File: config.mk
export PLATFORM = sky130hd
export DESIGN_NAME = pei_div
export DESIGN_NICKNAME = d
export VERILOG_FILES = /design/src/rtl/pei_div.sv
export SDC_FILE = /design/constraint.sdc
export NUM_CORES = 1
export LEC_CHECK = 0
export ABC_AREA = 1
export ABC_CLOCK_PERIOD_IN_PS = 4300
export BUFFER_PORTS_ARGS = -buffer_cell sky130_fd_sc_hd__clkbuf_2
export CORE_MARGIN = 3
export CORE_UTILIZATION = 57
export CTS_BUF_LIST = sky130_fd_sc_hd__clkbuf_4 sky130_fd_sc_hd__clkbuf_8 sky130_fd_sc_hd__clkbuf_16
export DETAILED_ROUTE_END_ITERATION = 10
export PLACE_DENSITY = 0.77
export SLEW_MARGIN = 20
export SYNTH_ARGS = -nofsm -noshare
export SYNTH_HDL_FRONTEND = slang
export SYNTH_SLANG_ARGS = --single-unit
File: constraint.sdc
create_clock -name clock -period 4.3 [get_ports clock]
set_input_delay 0.645 -clock clock [delete_from_list [all_inputs] [get_ports clock]]
set_output_delay 0.645 -clock clock [all_outputs]
set_load 0.01 [all_outputs]
File: src/rtl/pei_div.sv
`timescale 1ns / 1ps
module pei_div #(
   parameter int FRACTION_BITS = 16
) (
   input  logic                     clock,
   input  logic                     reset,
   input  logic                     start,
   input  logic [31:0]              dividend,
   input  logic [31:0]              divisor,
   output logic                     done,
   output logic [FRACTION_BITS:0]   quotient
);
   localparam int NW = 32 + FRACTION_BITS;
   localparam int CW = $clog2(NW + 1);

   logic              busy_ff;
   logic              done_ff;
   logic [CW-1:0]     cnt_ff;
   logic [NW-1:0]     num_ff;
   logic [31:0]       rem_ff;
   logic [31:0]       den_ff;
   logic [FRACTION_BITS:0] quo_ff;

   logic [32:0]       trial_in;
   logic              fits_in;
   logic [31:0]       rem_in;

   // One restoring step: shift in a numerator bit, subtract if it fits
   always_comb begin
      trial_in = {rem_ff, num_ff[NW-1]};
      fits_in  = trial_in >= {1'b0, den_ff};
      rem_in   = fits_in ? 32'(trial_in - {1'b0, den_ff}) : trial_in[31:0];
   end

   // Control
   always_ff @(posedge clock) begin
      if (reset) begin
         busy_ff <= 1'b0;
         done_ff <= 1'b0;
         cnt_ff  <= '0;
      end else begin
         done_ff <= 1'b0;
         if (start) begin
            busy_ff <= 1'b1;
            cnt_ff  <= CW'(NW);
         end else if (busy_ff) begin
            cnt_ff <= cnt_ff - CW'(1);
            if (cnt_ff == CW'(1)) begin
               busy_ff <= 1'b0;
               done_ff <= 1'b1;
            end
         end
      end
   end

   // Datapath
   always_ff @(posedge clock) begin
      if (start) begin
         num_ff <= NW'(dividend) << FRACTION_BITS;
         rem_ff <= '0;
         den_ff <= divisor;
         quo_ff <= '0;
      end else if (busy_ff) begin
         num_ff <= num_ff << 1;
         rem_ff <= rem_in;
         quo_ff <= {quo_ff[FRACTION_BITS-1:0], fits_in};
      end
   end

   assign done     = done_ff;
   assign quotient = quo_ff;
endmodule

==> metrics.cfg <==
[run_status]
status=completed

[global_routing]
grt_start_max_net_pins=53
antenna_found_initial=0
grt_pass1_vias=6472
grt.total_usage_pct=27.6
grt_pass1_wl_um=31600
overflow=0

[setup_path]
crit_path_max_fanout=36
r2r_slack_ps=1280
crit_chain=inv_1 > ha_1 > nand2_1 > nand2_1 > a21oi_1 > nand2_1 > nand2_1 > nand3_2 > nor2_4 > nand2_8 > inv_2 > nand2_1 > nand3_1 > nand2_1
crit_required_ps=4610
r2r-end=rem_ff[25]
critical_path_class=reg -> reg
cp-start-kind=flip-flop
cpPeakStageDelay_ps=610
end_kind=flip-flop
r2r_cells=14
r2r_start=den_ff[22]
crit_top_cell=nand2_1
arrival_ps=3320
slowest_stage=nor2_4

[logic_synthesis]
netlist_top_cells_area=edfxtp_1, nand2_1, dfxtp_1
yosys_warnings=0
synth_top_family_by_area=simple AND/OR/NAND/NOR gates
seq_area_frac_synth_pct=40.7
syn_area_mm2=0.00753
synth_flop_cell=edfxtp_1
synth_fa_ha_area_share_pct=5.92
yosys.area.top_type_share_pct=25.5
synth_common_cells=nand2_1, inv_1, edfxtp_1, nor2_1, dfxtp_1
yosysMostFrequentCell=nand2_1
ys_types=42
synth_mux_area_share_pct=0
yosysTopAreaCell=edfxtp_1
synth_nets=1149
syn_area_per_cell_um2=7.19
syn_inst=1047
synth_compound_area_share_pct=5.12
synth-simple-area-share_pct=34.6
synth_edf_count=64
yosys_register_bits=121
async_flop_share_pct=0
synth_xor_area_share_pct=1.86

[run]
drv_cap=0

[finish]
final_nets=1229
antenna_cells=0
area_growth_pct=14.4
final_layout_size_suffix_gt1_share_pct=15.2

[placed_design]
place_congestion=1.04
io_buffer_count=84
dp_slack_ps=1330
dp_hpwl_um=14200

[die]
initial_core_util_pct=58.9
die_area_mm2=0.0146
core_area_mm2=0.0128
die-width_um=121
num_io_pins=85
die_h_um=121
row_count=41

[sta]
maxSlewHeadroom_pct=36.4
fin_crit_sh_pct=70.1
worstMarginPinSlew_ps=952
setup_viol=0
rsz0062_at_grt=no
report.final.slew_viol_count=0
finalClockSkew_ps=8.88
fmax_mhz=332
finalHoldViolations=0
setup_ws_ps=1280
period_minus_slack_ps=3020
setup_tns_ps=0

[drt]
via_per_inst=5.22
drc=0
routedWlPerCell_um=14.8
first_pass_iters=7
vias=6845
totalWireLength_um=19400
initialDrtViolationCount=590
ant_nets=0

[min_path]
hold_path_class=in -> reg
min_to=den_ff[6]
hold_depth=1
min-delay-start=divisor[6]

[power_and_ir_drop]
p_leak_nw=4.57
vdd.ir_drop.worst_mv=0.273
p_per_area_mw_per_mm2=345

[clock_network]
clkTransAtPathRegs_ps=60
h-tree-depth=4
clock_tree.root_cell=clkbuf_16
numCtsBuffers=17
holdBufCountCts=0
post_cts_buffers=0
worstSkewPairLatency_ps=420
cts_resized=0
cts_tree=done
cts_buffer_depth=2
clock-sinks=121

-- worst max-delay path, delay by kind of cell (launching register included) --
family | cells | cell delay, ps
compound gates | 1 | 180
fa+ha+maj | 1 | 370
buf+inv | 2 | 330
flops | 1 | 330
simple gates | 10 | 1680
-- layer usage --
| metal | up-vias | wire [µm] | GRT usage [%] |
|---|---|---|---|
| li1 | 3453 | - | - |
| met3 | 34 | 1340 | 5.08 |
| met1 | 3106 | 8710 | 37.6 |
| met5 | - | 0 | 0 |
| met4 | 0 | 472 | 10.8 |
| met2 | 252 | 8890 | 43.7 |
-- report_power, final --
group	total, W	switching, W	internal (W)
registers	0.00131	0.0000212	0.00129
logic	0.000303	0.000204	0.0000983
clock network	0.00136	0.000536	0.000824
-- state kept, by name (all words and copies together), names as in the netlist --
| name | cells |
|---|---|
| rem_ff | 32 |
| den_ff | 32 |
| num_ff | 32 |
| quotient | 17 |
| done | 1 |
| cnt_ff | 6 |
| busy_ff | 1 |
-- metrics by stage --
step | power (W) | hold slack [ps] | util (%) | cell area [µm²] | std cells
3_5_place_dp | 0.00163 | 460 | 63.0 | 8050 | 1280
4_1_cts | 0.00298 | 381 | 67.4 | 8610 | 1312
3_3_place_gp | 0.00163 | 440 | 63.0 | 8050 | 1280
6_report | 0.00297 | 392 | 67.4 | 8610 | 1312
5_1_grt | 0.00308 | 383 | 67.4 | 8610 | 1312
2_1_floorplan | 0.00153 | 440 | - | 7530 | 1047
-- cells in the final DEF (no fill, tap or decap), types with 7 or more instances in the layout --
cell type    n
o21ai_1      8
nand4_1     29
xor2_1      14
clkbuf_2    84
inv_1      189
nand2_1    387
nor3_1       7
o22ai_1     14
nor2_1      60
a21oi_1     19
o21ai_0     14
clkbuf_16   19
edfxtp_1    64
nand3_1     54
ha_1        34
dfxtp_1     56
nand3_2     25
-- how the worst max path moves through the flow --
stage | from | end | cells after the start
after global placement | den_ff[22] | quotient[0] | 14
after floorplan | start | num_ff[16] | 4
after global routing | den_ff[22] | rem_ff[25] | 14
after CTS | den_ff[22] | quotient[0] | 14
final | den_ff[22] | rem_ff[25] | 14
after detailed placement | den_ff[22] | quotient[0] | 14
-- layout make-up --
type	instances	area [µm²]
clock buffers	22	498
clock inverters	10	66.3
fillers	1090	4160
inverters	193	724
multi-input cells	704	3580
flip-flops and latches	121	3060
well taps	172	215
repair buffers	90	465
-- cell families after synthesis --
group,after synthesis
adders and majority gates,35
DFF,121
and+or+nand+nor,586
AOI/OAI and AO/OA,67
xor gates and xnor gates,16
buffers and inverters,222
No activity file was read; power rests on OpenSTA's default activity.
