==> config.mk <==
export PLATFORM = sky130hd
export DESIGN_NAME = pei_mul
export DESIGN_NICKNAME = d
export VERILOG_FILES = /design/src/rtl/pei_mul.sv
export SDC_FILE = /design/constraint.sdc
export NUM_CORES = 1
export LEC_CHECK = 0
export ABC_AREA = 1
export BUFFER_PORTS_ARGS = -buffer_cell sky130_fd_sc_hd__buf_2
export CAP_MARGIN = 0
export CORE_MARGIN = 1.5
export CORE_UTILIZATION = 45
export DETAILED_ROUTE_END_ITERATION = 12
export HOLD_SLACK_MARGIN = 0.08
export PLACE_DENSITY_LB_ADDON = 0.2
export REMOVE_ABC_BUFFERS = 1
export SETUP_SLACK_MARGIN = 0.2
export SYNTH_ARGS = -nofsm -noshare
export SYNTH_HDL_FRONTEND = slang
export SYNTH_SLANG_ARGS = --single-unit
==> constraint.sdc <==
create_clock -name clock -period 2.8 [get_ports clock]
set_clock_uncertainty 0.15 [all_clocks]
set_input_delay 0.28 -clock clock [delete_from_list [all_inputs] [get_ports clock]]
set_output_delay 0.28 -clock clock [all_outputs]
set_load 0.01 [all_outputs]
==> src/rtl/pei_mul.sv <==
`timescale 1ns / 1ps
module pei_mul #(
   parameter int BW = 24
) (
   input  logic              clock,
   input  logic              reset,
   input  logic              start,
   input  logic [32:0]       mcand,
   input  logic [BW-1:0]     mplier,
   output logic              done,
   output logic [32+BW:0]    product
);
   localparam int PW = 33 + BW;
   localparam int CW = $clog2(BW + 1);

   logic              busy_ff;
   logic              done_ff;
   logic [CW-1:0]     cnt_ff;
   logic [32:0]       mcand_ff;
   logic [PW-1:0]     acc_ff;
   logic [33:0]       sum_in;

   // Add the multiplicand when the low multiplier bit is set
   assign sum_in = {1'b0, acc_ff[PW-1:BW]} + (acc_ff[0] ? {1'b0, mcand_ff} : 34'd0);

   // Control
   always_ff @(posedge clock) begin
      if (reset) begin
         busy_ff <= 1'b0;
         done_ff <= 1'b0;
         cnt_ff  <= '0;
      end else begin
         done_ff <= 1'b0;
         if (start) begin
            busy_ff <= 1'b1;
            cnt_ff  <= CW'(BW);
         end else if (busy_ff) begin
            cnt_ff <= cnt_ff - CW'(1);
            if (cnt_ff == CW'(1)) begin
               busy_ff <= 1'b0;
               done_ff <= 1'b1;
            end
         end
      end
   end

   // Shift-add datapath, one multiplier bit per cycle
   always_ff @(posedge clock) begin
      if (start) begin
         mcand_ff <= mcand;
         acc_ff   <= PW'(mplier);
      end else if (busy_ff) begin
         acc_ff <= {sum_in, acc_ff[BW-1:1]};
      end
   end

   assign done    = done_ff;
   assign product = acc_ff;
endmodule

==> results.txt <==
----------------------------------------------------
[Yosys]
  Sequential share of the synthesized area ... 40.3%
  Adder and majority cell fraction of the synthesized area ... around 7.3%
  Per-instance average area after synthesis ... 6.75 µm²
  Yosys warning count ... 0
  Simple-Gate Fraction of Synth Area ... approximately a third
  Cell type contributing the most total cell area after synthesis ... edfxtp_1
  Cells after synthesis ... ~920
  Share of cell area taken by muxes after synthesis ... 0%
  Compound-gate portion of the synthesized area ... 5.14%
  Main combinational cell family by area after synthesis ... simple AND/OR/NAND/NOR gates
  Area share of the leading cell type in the synthesized netlist ... 27.4%
  Synth Register Bits ... 97
  Share of the synthesized netlist area taken by xor and xnor gates ... 1.54%
  Top area cells in the synthesized netlist ... edfxtp_1 27%, nand2_1 22%, dfxtp_1 13%
  Netlist area before placement ... approximately 6200 µm²
  Number of library cell types mapped by synthesis ... 34

[Final layout]
  Count of antenna diodes in the layout ... 0
  Post-Layout Cell Count ... roughly 1300
  Number of fillers in the final layout ... between 1000 and 1500
  Layout cells sized above 1 ... 15.6%
  Net count, final ... approximately 1200
  Synth-to-layout area growth ... 27.5%

[Detailed routing]
  Residual antenna-violating net count after detailed routing ... 0
  Sum of routed wire length over all layers ... roughly 16 mm
  Number of vias after detailed routing ... 5972
  Average wire length per cell after detail routing ... 12.8 µm
  Initial DRT Pass Iterations ... 5
  Vias per Instance ... about 4.7
  DRC errors left ... 0
  Initial detailed-routing violation count ... ~330

[Clocking]
  Buffers inserted by post-CTS timing repair ... 0
  Total clock sinks ... 97
  Total number of H-tree levels ... 3
  Clock tree from TritonCTS ... yes
  Clock-pin slew of the registers on the worst-case setup and hold paths ... around 70 ps
  TritonCTS buffer count ... 9
  Number of buffers between clock root and the deepest sink ... 2
  Clock tree root driver cell ... clkbuf_16
  Insertion delay to the later sink of the worst-skew pair ... between 300 and 400 ps

[STA]
  Highest clock rate ... approximately 400 MHz
  Count of final max-slew check failures ... 0
  Tcrit/Tclk final ... roughly nine tenths
  Number of hold-slack violations in the final timing report ... 0
  Slew at the pin closest to its max-slew limit ... around 1200 ps
  Setup TNS ... 0 ps
  Setup repair after global routing missed its margin ... true
  Headroom to the max-slew limit ... a little under a quarter
  Worst hold-check slack ... roughly 320 ps
  Setup-failing EPs final ... 0
  Worst setup margin ... 302 ps
  Final critical path time including I/O delays and setup ... between 2000 and 2500 ps

[Setup path]
  Longest individual stage delay on the worst path ... 500 ps
  Critical Path AT ... roughly 2600 ps
  Worst EP required ... just under 3000 ps
  Most numerous cell on the critical path ... nand2_1
  CP Buf/Inv Count ... 2
  Stages on worst setup path ... 13
  Sequence of cells on the critical path ... buf_8, nand2_1, inv_1, ha_1, nand2_1, nor2_1, nand4_1, nand3_2, nand2_1, nand3_1, nand2_1, nor2_1, nor2_1
  Critical path class ... reg -> reg
  Critical path launch point type ... flip-flop
  Crit. End Element ... flip-flop
  Critical Path Slowest Stage Cell ... edfxtp_1
  Path depth of the worst reg2reg path ... 13
  Top cell family by delay on the critical path ... simple AND/OR/NAND/NOR gates
  Maximum fanout count along the critical path ... 15

[Place]
  HPWL after detailed placement ... 12.0 mm
  Placed Cells incl. Taps ... about 1200
  Number of port buffers ... approximately 120
  GPL Wtd Cong ... 0.926
  Worst setup slack after placement ... 280 ps

[Floorplan]
  Number of top-level pins ... roughly 120
  Floorplan row count ... 42
  Die Y-Extent ... ~120 µm
  Total core area ... approximately 13000 µm²
  Initial standard-cell utilization of the core ... about 47%
  Total die area ... roughly 15000 µm²
  Die width ... between 100 and 150 µm

[Global route]
  Total routing resource utilization after global routing ... 23.5%
  Maximum number of pins on one net before global-route repair ... 70
  Via count of the first global-routing pass ... ~5600
  Wire length of the first global-routing pass ... about 27 mm
  Antenna violations before repair ... 0
  Total grt overflow ... 0

[Outcome]
  Outcome ... completed

[Power and ir drop]
  Areal power density over the cells ... 478 nW/µm²
  Total chip power ... 3.80 mW
  Largest voltage drop on the vdd net ... 346 µV
  Leakage component of the power ... 4.45 nW

[Worst hold path]
  Hold Path Stages ... 2
  Class of the tightest hold or removal check ... reg -> reg

[Flow run]
  Count of maximum capacitance violations ... 0

----------------------------------------------------
routing by layer:
layer,part of all wire [%],GRT usage (%),routed length (µm)
met2,47,39.2,7660
met1,45,31.0,7450
met4,1.1,5.00,180
met5,0,0,0
met3,6.9,5.80,1130
report_power, final:
group	switching, mW	internal [mW]
clock network	0.576	0.612
logic	0.524	0.361
registers	0.0791	1.65
area by class of cell:
class | instances | area [µm²] | area share, %
multi-input cells | 623 | 3010 | 37.9
clock buffers | 11 | 233 | 2.93
inverters | 186 | 698 | 8.78
flip-flops and latches | 97 | 2510 | 31.6
clock inverters | 5 | 38.8 | 0.488
repair buffers | 183 | 1240 | 15.5
well taps | 176 | 220 | 2.77
final timing paths:
check	start	endpoint	slack [ps]
min reg2reg	cnt_ff[4]	cnt_ff[4]	320
min	cnt_ff[4]	cnt_ff[4]	320
max reg2reg	product[0]	product[51]	300
max	product[0]	product[51]	300
per-stage QoR:
step                      util [%]  cell area (µm²)
after CTS                     58.8             7880
after floorplan                  -             6160
after global placement        52.4             7020
after global routing          59.3             7950
final                         59.3             7950
after detailed placement      52.4             7020
state kept, by name, summed over array words and instances (netlist names):
| name | cells |
|---|---|
| mcand_ff | 33 |
| cnt_ff | 5 |
| busy_ff | 1 |
| product | 57 |
| done | 1 |
layout by cell type (no fill, tap or decap), types with 3 or more instances in the layout:
cell type / n
inv_6: 3
xnor2_1: 9
a21oi_2: 3
o21ai_1: 4
nor2_2: 7
o21ai_0: 13
clkbuf_16: 9
nand2_1: 365
a21oi_1: 23
nor2_1: 75
ha_1: 33
dfxtp_1: 40
nand2_2: 13
nand3_1: 37
a31oi_1: 3
nand3_2: 4
inv_1: 184
dlygate4sd3_1: 59
edfxtp_1: 57
buf_4: 6
nand4_1: 5
buf_2: 117
nor3_1: 6
worst reg2reg max path, cell delays in order, from the launching register on:
cell and delay (ps):
edfxtp_1 500, buf_8 210, nand2_1 70, inv_1 40, ha_1 360, nand2_1 140
nor2_1 230, nand4_1 150, nand3_2 150, nand2_1 110, nand3_1 90, nand2_1 50
nor2_1 110, nor2_1 50
kinds of logic after synthesis:
kind of cell / after synthesis
AO/OA/AOI/OAI: 57
XOR/XNOR: 11
adder cells (fa/ha/maj): 36
buffers and inverters: 204
flip-flops: 97
AND/OR/NAND/NOR: 519
synth_stat cells (all sizes together):
cell type,number
xor2,2
a31oi,3
nand2,378
o21bai,2
and3,1
o21ai,17
o22ai,1
nand3b,1
inv,186
o211ai,1
edfxtp,57
a21o,1
clkbuf,14
nor2,83
dfxtp,40
ha,35
a211oi,2
buf,4
fa,1
o31ai,2
nor3,6
nand4,5
or2,2
nand3,41
a32o,2
a21oi,26
and2,2
xnor2,9
what timing repair did:
action / in CTS / in global routing
hold buffers: 59 / 0
resized for setup: 0 / 22
setup endpoints to repair: 0 / 14
hold endpoints to repair: 60 / 0
No activity file was read; power rests on OpenSTA's default activity.
